$ cat src/hdl/aald_pkg.sv
package aald_pkg;

  // Field and state widths.
  localparam int unsigned SampleBits = 16;
  localparam int unsigned LenBits    = 13;
  localparam int unsigned InvBits    = 25;
  localparam int unsigned PosBits    = 25;
  localparam int unsigned SumBits    = 28;
  localparam int unsigned IdxBits    = 12;
  localparam int unsigned FracBits   = 24;
  localparam int unsigned CfgIdxBits = 2;
  localparam int unsigned CfgBits    = 25;

  // Longest line the block handles.
  localparam logic [LenBits-1:0] MaxLine = LenBits'(4096);

  // Queue between front and back.
  localparam int unsigned QueueDepth   = 4;
  localparam int unsigned QueuePtrBits = 2;
  localparam int unsigned QueueCntBits = 3;

  // Configuration register indexes.
  localparam logic [CfgIdxBits-1:0] RegSourceLength  = 2'd0;
  localparam logic [CfgIdxBits-1:0] RegDestLength    = 2'd1;
  localparam logic [CfgIdxBits-1:0] RegInverseLength = 2'd2;

  // Reset values of the registers.
  localparam logic [LenBits-1:0] ResetSourceLength = LenBits'(1);
  localparam logic [LenBits-1:0] ResetDestLength   = LenBits'(1);
  localparam logic [InvBits-1:0] ResetInverse      = InvBits'(1) << FracBits;

  // One classified sample on its way from the front to the back.
  typedef struct packed {
    logic [SampleBits-1:0] sample;
    logic [LenBits-1:0]    first_part;
    logic [LenBits-1:0]    rest;
    logic                  close;
    logic                  last;
  } aald_item_t;

  // Settings and line restart as seen by the back.
  typedef struct packed {
    logic               restart;
    logic [InvBits-1:0] inverse;
  } aald_ctrl_t;

  // Source length as used: zero counts as one, long lines are clamped.
  function automatic logic [LenBits-1:0] eff_src(input logic [LenBits-1:0] len);
    logic [LenBits-1:0] s;
    s = len;
    if (s == '0) s = LenBits'(1);
    if (s > MaxLine) s = MaxLine;
    return s;
  endfunction

  // Destination length as used: at least one and at most the source length.
  function automatic logic [LenBits-1:0] eff_dst(input logic [LenBits-1:0] len,
                                                 input logic [LenBits-1:0] src);
    logic [LenBits-1:0] d;
    d = len;
    if (d == '0) d = LenBits'(1);
    if (d > src) d = src;
    return d;
  endfunction

endpackage

$ cat src/hdl/aald_front.sv
module aald_front (
  input  logic                                clk_i,
  input  logic                                rst_ni,
  input  logic                                cfg_we_i,
  input  logic [aald_pkg::CfgIdxBits-1:0]     cfg_index_i,
  input  logic [aald_pkg::CfgBits-1:0]        cfg_data_i,
  input  logic                                accept_i,
  input  logic [aald_pkg::SampleBits-1:0]     sample_i,
  output aald_pkg::aald_item_t                item_o,
  output aald_pkg::aald_ctrl_t                ctrl_o
);

  logic [aald_pkg::LenBits-1:0] src_len_q, src_len_d;
  logic [aald_pkg::LenBits-1:0] dst_len_q, dst_len_d;
  logic [aald_pkg::InvBits-1:0] inv_q, inv_d;

  logic [aald_pkg::IdxBits-1:0] source_index_q;
  logic [aald_pkg::PosBits-1:0] scaled_position_q;
  logic [aald_pkg::PosBits-1:0] dest_boundary_q;

  logic [aald_pkg::LenBits-1:0] s_eff, d_eff, s_new;
  logic [aald_pkg::PosBits-1:0] end_pos;
  logic                         last;
  logic                         close;

  // Register writes; an index past the list leaves every register alone.
  always_comb begin
    src_len_d = src_len_q;
    dst_len_d = dst_len_q;
    inv_d     = inv_q;
    if (cfg_we_i) begin
      case (cfg_index_i)
        aald_pkg::RegSourceLength:  src_len_d = cfg_data_i[aald_pkg::LenBits-1:0];
        aald_pkg::RegDestLength:    dst_len_d = cfg_data_i[aald_pkg::LenBits-1:0];
        aald_pkg::RegInverseLength: inv_d     = cfg_data_i[aald_pkg::InvBits-1:0];
        default: ;
      endcase
    end
  end

  // Classify the incoming sample against the open destination interval.
  always_comb begin
    s_eff   = aald_pkg::eff_src(src_len_q);
    d_eff   = aald_pkg::eff_dst(dst_len_q, s_eff);
    s_new   = aald_pkg::eff_src(src_len_d);
    end_pos = scaled_position_q + aald_pkg::PosBits'(d_eff);
    last    = (aald_pkg::LenBits'(source_index_q) + aald_pkg::LenBits'(1)) >= s_eff;
    close   = (end_pos >= dest_boundary_q) || last;

    item_o.sample = sample_i;
    item_o.close  = close;
    item_o.last   = last;
    if (end_pos >= dest_boundary_q) begin
      item_o.first_part = aald_pkg::LenBits'(dest_boundary_q - scaled_position_q);
    end else begin
      item_o.first_part = d_eff;
    end
    if (end_pos > dest_boundary_q) begin
      item_o.rest = aald_pkg::LenBits'(end_pos - dest_boundary_q);
    end else begin
      item_o.rest = '0;
    end
  end

  assign ctrl_o.restart = cfg_we_i;
  assign ctrl_o.inverse = inv_q;

  // Settings and line position; any write restarts the line.
  always_ff @(posedge clk_i or negedge rst_ni) begin
    if (!rst_ni) begin
      src_len_q         <= aald_pkg::ResetSourceLength;
      dst_len_q         <= aald_pkg::ResetDestLength;
      inv_q             <= aald_pkg::ResetInverse;
      source_index_q    <= '0;
      scaled_position_q <= '0;
      dest_boundary_q   <= aald_pkg::PosBits'(aald_pkg::ResetSourceLength);
    end else if (cfg_we_i) begin
      src_len_q         <= src_len_d;
      dst_len_q         <= dst_len_d;
      inv_q             <= inv_d;
      source_index_q    <= '0;
      scaled_position_q <= '0;
      dest_boundary_q   <= aald_pkg::PosBits'(s_new);
    end else if (accept_i) begin
      if (last) begin
        source_index_q    <= '0;
        scaled_position_q <= '0;
        dest_boundary_q   <= aald_pkg::PosBits'(s_eff);
      end else begin
        source_index_q    <= source_index_q + aald_pkg::IdxBits'(1);
        scaled_position_q <= end_pos;
        if (close) begin
          dest_boundary_q <= dest_boundary_q + aald_pkg::PosBits'(s_eff);
        end
      end
    end
  end

  // The open interval always ends past the next sample start.
  a_boundary_ahead: assert property (@(posedge clk_i) disable iff (!rst_ni)
    dest_boundary_q > scaled_position_q)
    else $error("destination boundary fell behind the sample position");

  // A sample always lands some of its weight in the open pixel.
  a_first_part_nonzero: assert property (@(posedge clk_i) disable iff (!rst_ni)
    accept_i |-> (item_o.first_part != '0))
    else $error("accepted sample with zero overlap");

endmodule

$ cat src/hdl/aald_queue.sv
module aald_queue (
  input  logic                 clk_i,
  input  logic                 rst_ni,
  input  logic                 push_i,
  input  aald_pkg::aald_item_t item_i,
  output logic                 full_o,
  input  logic                 pop_i,
  output aald_pkg::aald_item_t item_o,
  output logic                 empty_o
);

  aald_pkg::aald_item_t                 slot_q [aald_pkg::QueueDepth];
  logic [aald_pkg::QueuePtrBits-1:0]    wr_ptr_q;
  logic [aald_pkg::QueuePtrBits-1:0]    rd_ptr_q;
  logic [aald_pkg::QueueCntBits-1:0]    count_q;
  logic                                 do_push, do_pop;

  assign full_o  = count_q == aald_pkg::QueueCntBits'(aald_pkg::QueueDepth);
  assign empty_o = count_q == '0;
  assign do_push = push_i && !full_o;
  assign do_pop  = pop_i && !empty_o;
  assign item_o  = slot_q[rd_ptr_q];

  // Entry storage.
  always_ff @(posedge clk_i) begin
    if (do_push) begin
      slot_q[wr_ptr_q] <= item_i;
    end
  end

  // Pointers and fill count.
  always_ff @(posedge clk_i or negedge rst_ni) begin
    if (!rst_ni) begin
      wr_ptr_q <= '0;
      rd_ptr_q <= '0;
      count_q  <= '0;
    end else begin
      if (do_push) wr_ptr_q <= wr_ptr_q + aald_pkg::QueuePtrBits'(1);
      if (do_pop)  rd_ptr_q <= rd_ptr_q + aald_pkg::QueuePtrBits'(1);
      if (do_push && !do_pop) begin
        count_q <= count_q + aald_pkg::QueueCntBits'(1);
      end else if (do_pop && !do_push) begin
        count_q <= count_q - aald_pkg::QueueCntBits'(1);
      end
    end
  end

  // The fill count matches the pointer distance.
  a_count_matches: assert property (@(posedge clk_i) disable iff (!rst_ni)
    (wr_ptr_q - rd_ptr_q) == count_q[aald_pkg::QueuePtrBits-1:0])
    else $error("queue count disagrees with pointers");

endmodule

$ cat src/hdl/aald_back.sv
module aald_back (
  input  logic                            clk_i,
  input  logic                            rst_ni,
  input  aald_pkg::aald_ctrl_t            ctrl_i,
  input  aald_pkg::aald_item_t            item_i,
  input  logic                            item_empty_i,
  output logic                            item_pop_o,
  input  logic                            pop_i,
  output logic                            empty_o,
  output logic [aald_pkg::SampleBits-1:0] value_o,
  output logic                            line_done_o
);

  localparam int unsigned NormBits = aald_pkg::SumBits + aald_pkg::InvBits;
  localparam int unsigned ProdBits = aald_pkg::SumBits;

  localparam logic [2:0] BIdle = 3'd0;
  localparam logic [2:0] BMul  = 3'd1;
  localparam logic [2:0] BAcc  = 3'd2;
  localparam logic [2:0] BNorm = 3'd3;
  localparam logic [2:0] BOut  = 3'd4;

  logic [2:0]                      state_q, state_d;
  aald_pkg::aald_item_t            item_q;
  logic [ProdBits-1:0]             prod_first_q, prod_rest_q;
  logic [aald_pkg::SumBits-1:0]    weighted_sum_q, acc_q, sum;
  logic [NormBits-1:0]             norm_q;
  logic [NormBits-aald_pkg::FracBits-1:0] scaled;
  logic [aald_pkg::SampleBits-1:0] sat_value;
  logic                            out_valid_q;
  logic [aald_pkg::SampleBits-1:0] out_value_q;
  logic                            out_done_q;
  logic                            out_free;

  assign item_pop_o = (state_q == BIdle) && !item_empty_i;
  assign out_free   = !out_valid_q || pop_i;
  assign empty_o    = !out_valid_q;
  assign value_o    = out_value_q;
  assign line_done_o = out_done_q;

  // Sum of the open pixel including this sample's share.
  assign sum = weighted_sum_q + prod_first_q;

  // Drop the fraction and clamp to the largest sample.
  always_comb begin
    scaled = norm_q[NormBits-1:aald_pkg::FracBits];
    if (|scaled[NormBits-aald_pkg::FracBits-1:aald_pkg::SampleBits]) begin
      sat_value = '1;
    end else begin
      sat_value = scaled[aald_pkg::SampleBits-1:0];
    end
  end

  // Sequencer: fetch, multiply, accumulate, and for a closing sample normalize and hand over.
  always_comb begin
    state_d = state_q;
    unique case (state_q)
      BIdle: if (!item_empty_i) state_d = BMul;
      BMul:  state_d = BAcc;
      BAcc:  state_d = item_q.close ? BNorm : BIdle;
      BNorm: state_d = BOut;
      BOut:  if (out_free) state_d = BIdle;
      default: state_d = BIdle;
    endcase
  end

  always_ff @(posedge clk_i or negedge rst_ni) begin
    if (!rst_ni) begin
      state_q <= BIdle;
    end else begin
      state_q <= state_d;
    end
  end

  // Datapath registers.
  always_ff @(posedge clk_i) begin
    if (item_pop_o) item_q <= item_i;
    if (state_q == BMul) begin
      prod_first_q <= ProdBits'(item_q.first_part) * ProdBits'(item_q.sample);
      prod_rest_q  <= ProdBits'(item_q.rest) * ProdBits'(item_q.sample);
    end
    if (state_q == BAcc) acc_q <= sum;
    if (state_q == BNorm) norm_q <= NormBits'(acc_q) * NormBits'(ctrl_i.inverse);
    if (state_q == BOut && out_free) begin
      out_value_q <= sat_value;
      out_done_q  <= item_q.last;
    end
  end

  // Running sum of the open pixel; cleared when the line restarts.
  always_ff @(posedge clk_i or negedge rst_ni) begin
    if (!rst_ni) begin
      weighted_sum_q <= '0;
    end else if (ctrl_i.restart) begin
      weighted_sum_q <= '0;
    end else if (state_q == BAcc) begin
      weighted_sum_q <= item_q.close ? prod_rest_q : sum;
    end
  end

  // Output register holds one result beat.
  always_ff @(posedge clk_i or negedge rst_ni) begin
    if (!rst_ni) begin
      out_valid_q <= 1'b0;
    end else if (state_q == BOut && out_free) begin
      out_valid_q <= 1'b1;
    end else if (pop_i) begin
      out_valid_q <= 1'b0;
    end
  end

  // Only a closing sample goes through normalization.
  a_norm_on_close: assert property (@(posedge clk_i) disable iff (!rst_ni)
    (state_q == BNorm || state_q == BOut) |-> item_q.close)
    else $error("normalizing a sample that closes no pixel");

endmodule

$ cat src/hdl/area_average_line_downscaler.sv
// Area-averaging line downscaler. Source samples of one line are pushed in
// order; each destination pixel is the overlap-weighted sum of the samples
// it covers, times inverse_source_length, shifted down by 24 and clamped to
// the sample range, and comes out once its interval closes, with line_done
// set on the last pixel of the line. The front takes one sample per cycle
// into a four-entry queue while there is room; the back's multiply,
// accumulate and normalize sequencer handles one sample at a time: fetch,
// multiply and accumulate, then normalize and a hand-over that waits for a
// free output on a closing sample. Write the configuration only while
// the block is idle; every write, to any index, restarts the line.
module area_average_line_downscaler (
  input  logic                                clk_i,
  input  logic                                rst_ni,
  input  logic                                cfg_valid_i,
  output logic                                cfg_ready_o,
  input  logic [aald_pkg::CfgIdxBits-1:0]     cfg_index_i,
  input  logic [aald_pkg::CfgBits-1:0]        cfg_data_i,
  input  logic                                push,
  output logic                                full,
  input  logic [aald_pkg::SampleBits-1:0]     sample_i,
  input  logic                                pop,
  output logic                                empty,
  output logic [aald_pkg::SampleBits-1:0]     value_o,
  output logic                                line_done_o
);

  aald_pkg::aald_item_t front_item, back_item;
  aald_pkg::aald_ctrl_t ctrl;
  logic                 accept;
  logic                 queue_empty;
  logic                 queue_pop;
  logic                 cfg_we;

  assign cfg_ready_o = 1'b1;
  assign cfg_we      = cfg_valid_i && cfg_ready_o;
  assign accept      = push && !full;

  aald_front u_front (
    .clk_i       (clk_i),
    .rst_ni      (rst_ni),
    .cfg_we_i    (cfg_we),
    .cfg_index_i (cfg_index_i),
    .cfg_data_i  (cfg_data_i),
    .accept_i    (accept),
    .sample_i    (sample_i),
    .item_o      (front_item),
    .ctrl_o      (ctrl)
  );

  aald_queue u_queue (
    .clk_i   (clk_i),
    .rst_ni  (rst_ni),
    .push_i  (accept),
    .item_i  (front_item),
    .full_o  (full),
    .pop_i   (queue_pop),
    .item_o  (back_item),
    .empty_o (queue_empty)
  );

  aald_back u_back (
    .clk_i        (clk_i),
    .rst_ni       (rst_ni),
    .ctrl_i       (ctrl),
    .item_i       (back_item),
    .item_empty_i (queue_empty),
    .item_pop_o   (queue_pop),
    .pop_i        (pop),
    .empty_o      (empty),
    .value_o      (value_o),
    .line_done_o  (line_done_o)
  );

endmodule

$ cat config.mk
export PLATFORM = sky130hd
export DESIGN_NAME = area_average_line_downscaler
export DESIGN_NICKNAME = d
export VERILOG_FILES = /design/src/hdl/aald_pkg.sv /design/src/hdl/aald_front.sv /design/src/hdl/aald_queue.sv /design/src/hdl/aald_back.sv /design/src/hdl/area_average_line_downscaler.sv
export SDC_FILE = /design/constraint.sdc
export NUM_CORES = 2
export LEC_CHECK = 0
export BUFFER_PORTS_ARGS = -buffer_cell sky130_fd_sc_hd__buf_2
export CORE_MARGIN = 8
export CORE_UTILIZATION = 35
export CTS_CLUSTER_DIAMETER = 50
export DETAILED_ROUTE_END_ITERATION = 8
export GPL_TIMING_DRIVEN = 0
export PLACE_DENSITY = 0.52
export SYNTH_ARGS = -nofsm -noshare
export SYNTH_HDL_FRONTEND = slang
export SYNTH_HIERARCHICAL = 1
export SYNTH_SLANG_ARGS = --single-unit
export TNS_END_PERCENT = 20
$ cat constraint.sdc
create_clock -name clk_i -period 15.4 [get_ports clk_i]
set_input_delay 1.54 -clock clk_i [delete_from_list [all_inputs] [get_ports clk_i]]
set_output_delay 1.54 -clock clk_i [all_outputs]
set_load 0.005 [all_outputs]
* Word-level counts from Yosys, hierarchy flattened
Memory sizes are Yosys's and may differ from the RTL's. A register that Yosys moved wholly into a read port is not among the register bits. Cells that the tools add are included.
Word-level totals: register bits after elaboration 306, latch bits 0, bits in writable memories 176, bits in read-only memories 0, output and inout port bits 20, memories 1
Memory list:
- u_queue.slot_q | words 4, width 44, read ports 1, clocked after Yosys merged registers in 1, write ports 1, RTL line aald_queue.sv:12 | aald_pkg::aald_item_t slot_q [aald_pkg::QueueDepth];
Operators by class: add/subtract/negate cells 11, multipliers 3, div/mod/pow operators 0, magnitude comparators 6, equality and inequality tests 9, shifts and indexed selects 0, mux-type cells 33, bitwise logic cells 0, reduce and logical (&&, ||, !) cells 30
Operators by type and width (number):
- two-way mux 25 bit | 7
- two-way mux 13 bit | 10
- two-way mux 28 bit | 3
- multiplier 13 x 16 -> 28 bit | 2
- multiplier 28 x 25 -> 53 bit | 1
- adder 25 x 13 -> 25 bit | 2
- zero test 13 bit | 3
- two-way mux 12 bit | 3
- adder 28 bit | 1
- > comparator 13 bit (second input constant) | 2
- subtractor 13 bit | 2
- >= comparator 25 bit | 1
- > comparator 25 bit | 1
- case mux 3 bit (5 select lines) | 1
- adder 12 x 1 -> 13 bit (second input constant) | 1
- >= comparator 13 bit | 1
- > comparator 13 bit | 1
- OR reduction 13 bit | 1
- adder 12 x 1 -> 12 bit (second input constant) | 1
- two-way mux 3 bit | 4
- AND reduction 2 bit | 4
- nonzero test 2 bit | 4
- logical AND 1 bit | 7
- == test 3 x 2 -> 1 bit (second input constant) | 2
- 16 further kinds | 27

* Depth between registers and ports, before layout
word-level depth 13, mapped depth 33, gate-level depth less buffers 29

* By module
The synthesis kept the hierarchy.
By module, submodules not included:
- aald_back | times used 1, cells an instance 4462, area an instance 43133.9 um^2, sequential area each 6025.8 um^2
- aald_front | times used 1, cells an instance 1037, area an instance 9417.8 um^2, sequential area each 2832.7 um^2
- aald_queue | times used 1, cells an instance 266, area an instance 6834.1 um^2, sequential area each 5460.2 um^2
- area_average_line_downscaler | times used 1, cells an instance 3, area an instance 25.0 um^2, sequential area each 0.0 um^2

* Least setup slack after synthesis
Ideal clock, no wire load.
kind register to register, from register u_front/src_len_q[9] (netlist bit), to memory u_queue/slot_q[0][26] (netlist bit) (data pin), data arrival time 7.025 ns, path slack 8.145 ns, stages on the path, launching flop included 32, buffers on the path 3, cells stage by stage dfrtp_1 > nor4_1 > nand4_1 > o21ai_0 > nand2_1 > ha_1 > a21o_1 > a21o_1 > a221o_1 > a211oi_2 > nor2_2 > buf_6 > mux2i_1 > ha_1 > fa_1 > a211oi_1 > o21ai_1 > o31a_1 > a41oi_1 > a211o_1 > clkbuf_1 > nor2_1 > xor2_1 > ha_1 > a211oi_1 > o21ai_0 > o2111ai_1 > nand4_1 > nor2_2 > buf_2 > nor2_1 > a221oi_1
RTL lines:
- start: declaration | RTL line aald_front.sv:13 | logic [aald_pkg::LenBits-1:0] src_len_q, src_len_d;
- start signal: assignment | RTL line aald_front.sv:71 | src_len_q <= aald_pkg::ResetSourceLength;
- start signal: assignment | RTL line aald_front.sv:78 | src_len_q <= src_len_d;
- end: declaration | RTL line aald_queue.sv:12

* Final worst setup path
from register u_front/inv_q[11] (netlist bit), to register u_back.norm_q[50] (data pin)
On the way: word-level cells in the longest chain between the ends 1
RTL lines:
- start: declaration | RTL line aald_front.sv:15 | logic [aald_pkg::InvBits-1:0] inv_q, inv_d;
- start signal: assignment | RTL line aald_front.sv:73 | inv_q <= aald_pkg::ResetInverse;
- start signal: assignment | RTL line aald_front.sv:80 | inv_q <= inv_d;
- multiplier 28 x 25 -> 53 bit | RTL line aald_back.sv:83 | if (state_q == BNorm) norm_q <= NormBits'(acc_q) * NormBits'(ctrl_i.inverse);
- end signal: assignment | RTL line aald_back.sv:83
- end: declaration | RTL line aald_back.sv:27 | logic [NormBits-1:0] norm_q;
Every way passes these cells. A chain may end at the register's enable or synchronous reset.

==> results.yml <==
outcome:
  status: "finished clean"
global_route:
  grt_pass1_vias: 44110
  grt_max_degree: 109
  grt_remaining_overflow: 0
  grt_pass1_wl_mm: 280.9
  grt_usage: 0.2002
  antenna_found_initial: 18
yosys:
  ys_ff_latch: 502
  syn_inst: 5768
  yosysSeqAreaShare: 0.2410
  yosysUniqueCellTypes: 110
  synth_area_per_cell_um2: 10.30
  synthArstFlopShare: 0.3028
  yosysMostFrequentCell: "inv_1"
  yosysWarnings: 6
  synth_area_leaders: "fa_1, edfxtp_1, ha_1"
  synth_area_leader_cell: "fa_1"
  synth_ff_type: "edfxtp_1"
  synth_top_area_frac: 0.3053
  synth_edf_count: 350
  syn-cell-area_um2: 59410
  synthTopCellsByCount: "inv_1, fa_1, nand2_1"
  syn_nets: 7172
floorplan:
  die_w_um: 428
  initial_utilization: 0.3513
  io-pin-count: 68
  fp.dieH_um: 428
  core-area_um2: 169100
  dieArea_um2: 183200
  num_rows: 151
route:
  drc: 0
  routedWlPerCell_um: 22.63
  drt_iter0_drc: 2814
  postRouteWirelength_mm: 185.7
  ant_nets: 0
  via_count: 41680
  viasPerCell: 5.078
  dr.pass1.iters: 5
setup_path:
  cp_top_family: "adder cells"
  crit_top_cell: "fa_1"
  r2r-start: "u_front/inv_q[11]"
  cp-start-kind: "register"
  crit_path_end_kind: "register"
  cp.arrival_ns: 10.48
  cp-startpoint: "u_front/inv_q[11]"
  slowest_delay_ns: 0.92
  cp_max_fo: 10
  crit_required_ns: 15.84
  crit_slowest_cell: "clkbuf_1"
  crit_buf_inv: 7
  critical_path_class: "register to register"
place:
  hpwl_mm: 148.1
  placed_area_um2: 62690
  place.gp.congestion: 0.9633
  place_ws_ns: 5.585
  io_buffers: 49
hold_path:
  min_from: "u_back/item_q[0]"
  hp-class: "register to register"
sta:
  skew_ns: 0.06559
  min_period_ns: 10.04
  tightestPinTransition_ns: 1.395
  slew_viol_final: 0
  fmax_ghz: 0.09963
  max_slew_margin: 0.06993
  finalHoldViolCount: 0
  fin_ws_ns: 5.363
  rsz0062_at_grt: "false"
  post-route-period-util: 0.6518
  tns_ns: 0
  setup_viol: 0
finish:
  final_util: 0.3871
  fillers: 16750
  layout-drive-gt1-share: 0.07193
  fin_area_um2: 65450
  area_growth_pct: 10.17
  nets: 7317
job:
  drv_cap: 0
clock_network:
  postCtsHoldBufs: 0
  clockBufferDepth: 3
  cts.sinks: 502
  clk_latency_ns: 0.69
  cts_tree: "yes"
  cts_root_buffer: "clkbuf_16"
  numCtsBuffers: 77
  cts_max_level: 3
  cts_resized: 0
  postCtsSetupRepairBufs: 0
  path_clk_slew_ns: 0.06
==> worst paths after layout <==
kind                                                end  slack [ns]  cells past startpoint
setup / recovery                      u_back/norm_q[50]        5.36                     25
hold / removal                       u_back/line_done_o        0.43                      0
setup reg to reg                      u_back/norm_q[50]        5.36                     25
hold reg to reg                      u_back/line_done_o        0.43                      0
max in group asynchronous  u_front/scaled_position_q[8]       13.58                      2
min in group asynchronous           u_queue/rd_ptr_q[1]        0.78                      1
==> cell families after synthesis <==
kind of cell             Yosys count  share of synthesized area
buffers and inverters           1320                    0.08658
multiplexers                     147                    0.03673
adder cells (fa/ha/maj)         1356                     0.4001
AO/OA/AOI/OAI                    599                    0.07123
flip-flops                       502                     0.2410
other                              1                 0.00006312
XOR/XNOR                         162                    0.02388
AND/OR/NAND/NOR                 1681                     0.1404
==> worst reg2reg max path, stage by stage, from the launching register on <==
cell and delay, ns:
dfrtp_1 0.33, clkbuf_1 0.74, clkbuf_1 0.92, nand2_1 0.19
fa_1 0.56, fa_1 0.58, inv_1 0.06, fa_1 0.49
inv_1 0.05, fa_1 0.54, inv_1 0.06, fa_1 0.48
fa_1 0.50, inv_1 0.05, fa_1 0.47, inv_1 0.05
ha_1 0.29, nand4_1 0.18, nor2_1 0.49, nand4_1 0.42
or3_1 0.49, a2111oi_2 0.89, a2111oi_4 0.18, a211oi_2 0.47
o22ai_1 0.17, xnor2_1 0.14
==> flip-flops by register name, summed over array words and instances, names as in the netlist, 28 cells and up <==
| name | flops |
|---|---|
| u_back/acc_q | 28 |
| u_back/item_q | 44 |
| u_back/norm_q | 29 |
| u_back/prod_first_q | 28 |
| u_back/prod_rest_q | 28 |
| u_back/weighted_sum_q | 28 |
| u_queue/slot_q | 176 |
==> area by class of cell <==
| type | count | area, um2 | share of cell area |
|---|---|---|---|
| Multi-Input combinational cell | 3946 | 39970 | 0.6106 |
| Clock inverter | 55 | 693.2 | 0.01059 |
| Clock buffer | 89 | 2033 | 0.03106 |
| Antenna cell | 12 | 30.03 | 0.0004588 |
| Sequential cell | 502 | 14320 | 0.2188 |
| Timing Repair Buffer | 66 | 489.2 | 0.007475 |
| Inverter | 1042 | 3911 | 0.05976 |
| Buffer | 278 | 1234 | 0.01885 |
| Tap cell | 2218 | 2775 | 0.04240 |
==> through the flow <==
stage / instances / hold WS (ns)
after floorplan: 5768 / 0.4003
after global placement: 8035 / 0.4137
after detailed placement: 8052 / 0.4247
after CTS: 8196 / 0.4362
after global routing: 8200 / 0.4398
final: 8208 / 0.4301
==> placed cells by master, fill, tap and decap left out, types with 62 or more instances in the layout <==
cell type  count
o21ai_0       86
fa_1         906
clkbuf_16     78
a21oi_1      141
clkbuf_1     230
buf_2         63
dfrtp_1      148
and2_1       516
edfxtp_1     350
ha_1         450
nor2_1       154
inv_1       1041
mux2_2        62
a21o_1        88
xnor2_1      111
nand2_1      718
==> routing by layer <==
metal	vias to the layer above	routed length, um	global-route usage	share of wire
li1	18690	-	-	-
met1	21420	80790	0.2688	0.44
met2	1270	86130	0.3252	0.46
met3	297	11470	0.03387	0.062
met4	0	7331	0.07576	0.039
met5	-	0	0	0
Power is not shown: default switching activity piles up to over one toggle a cycle in this logic, so the estimate is an artifact.
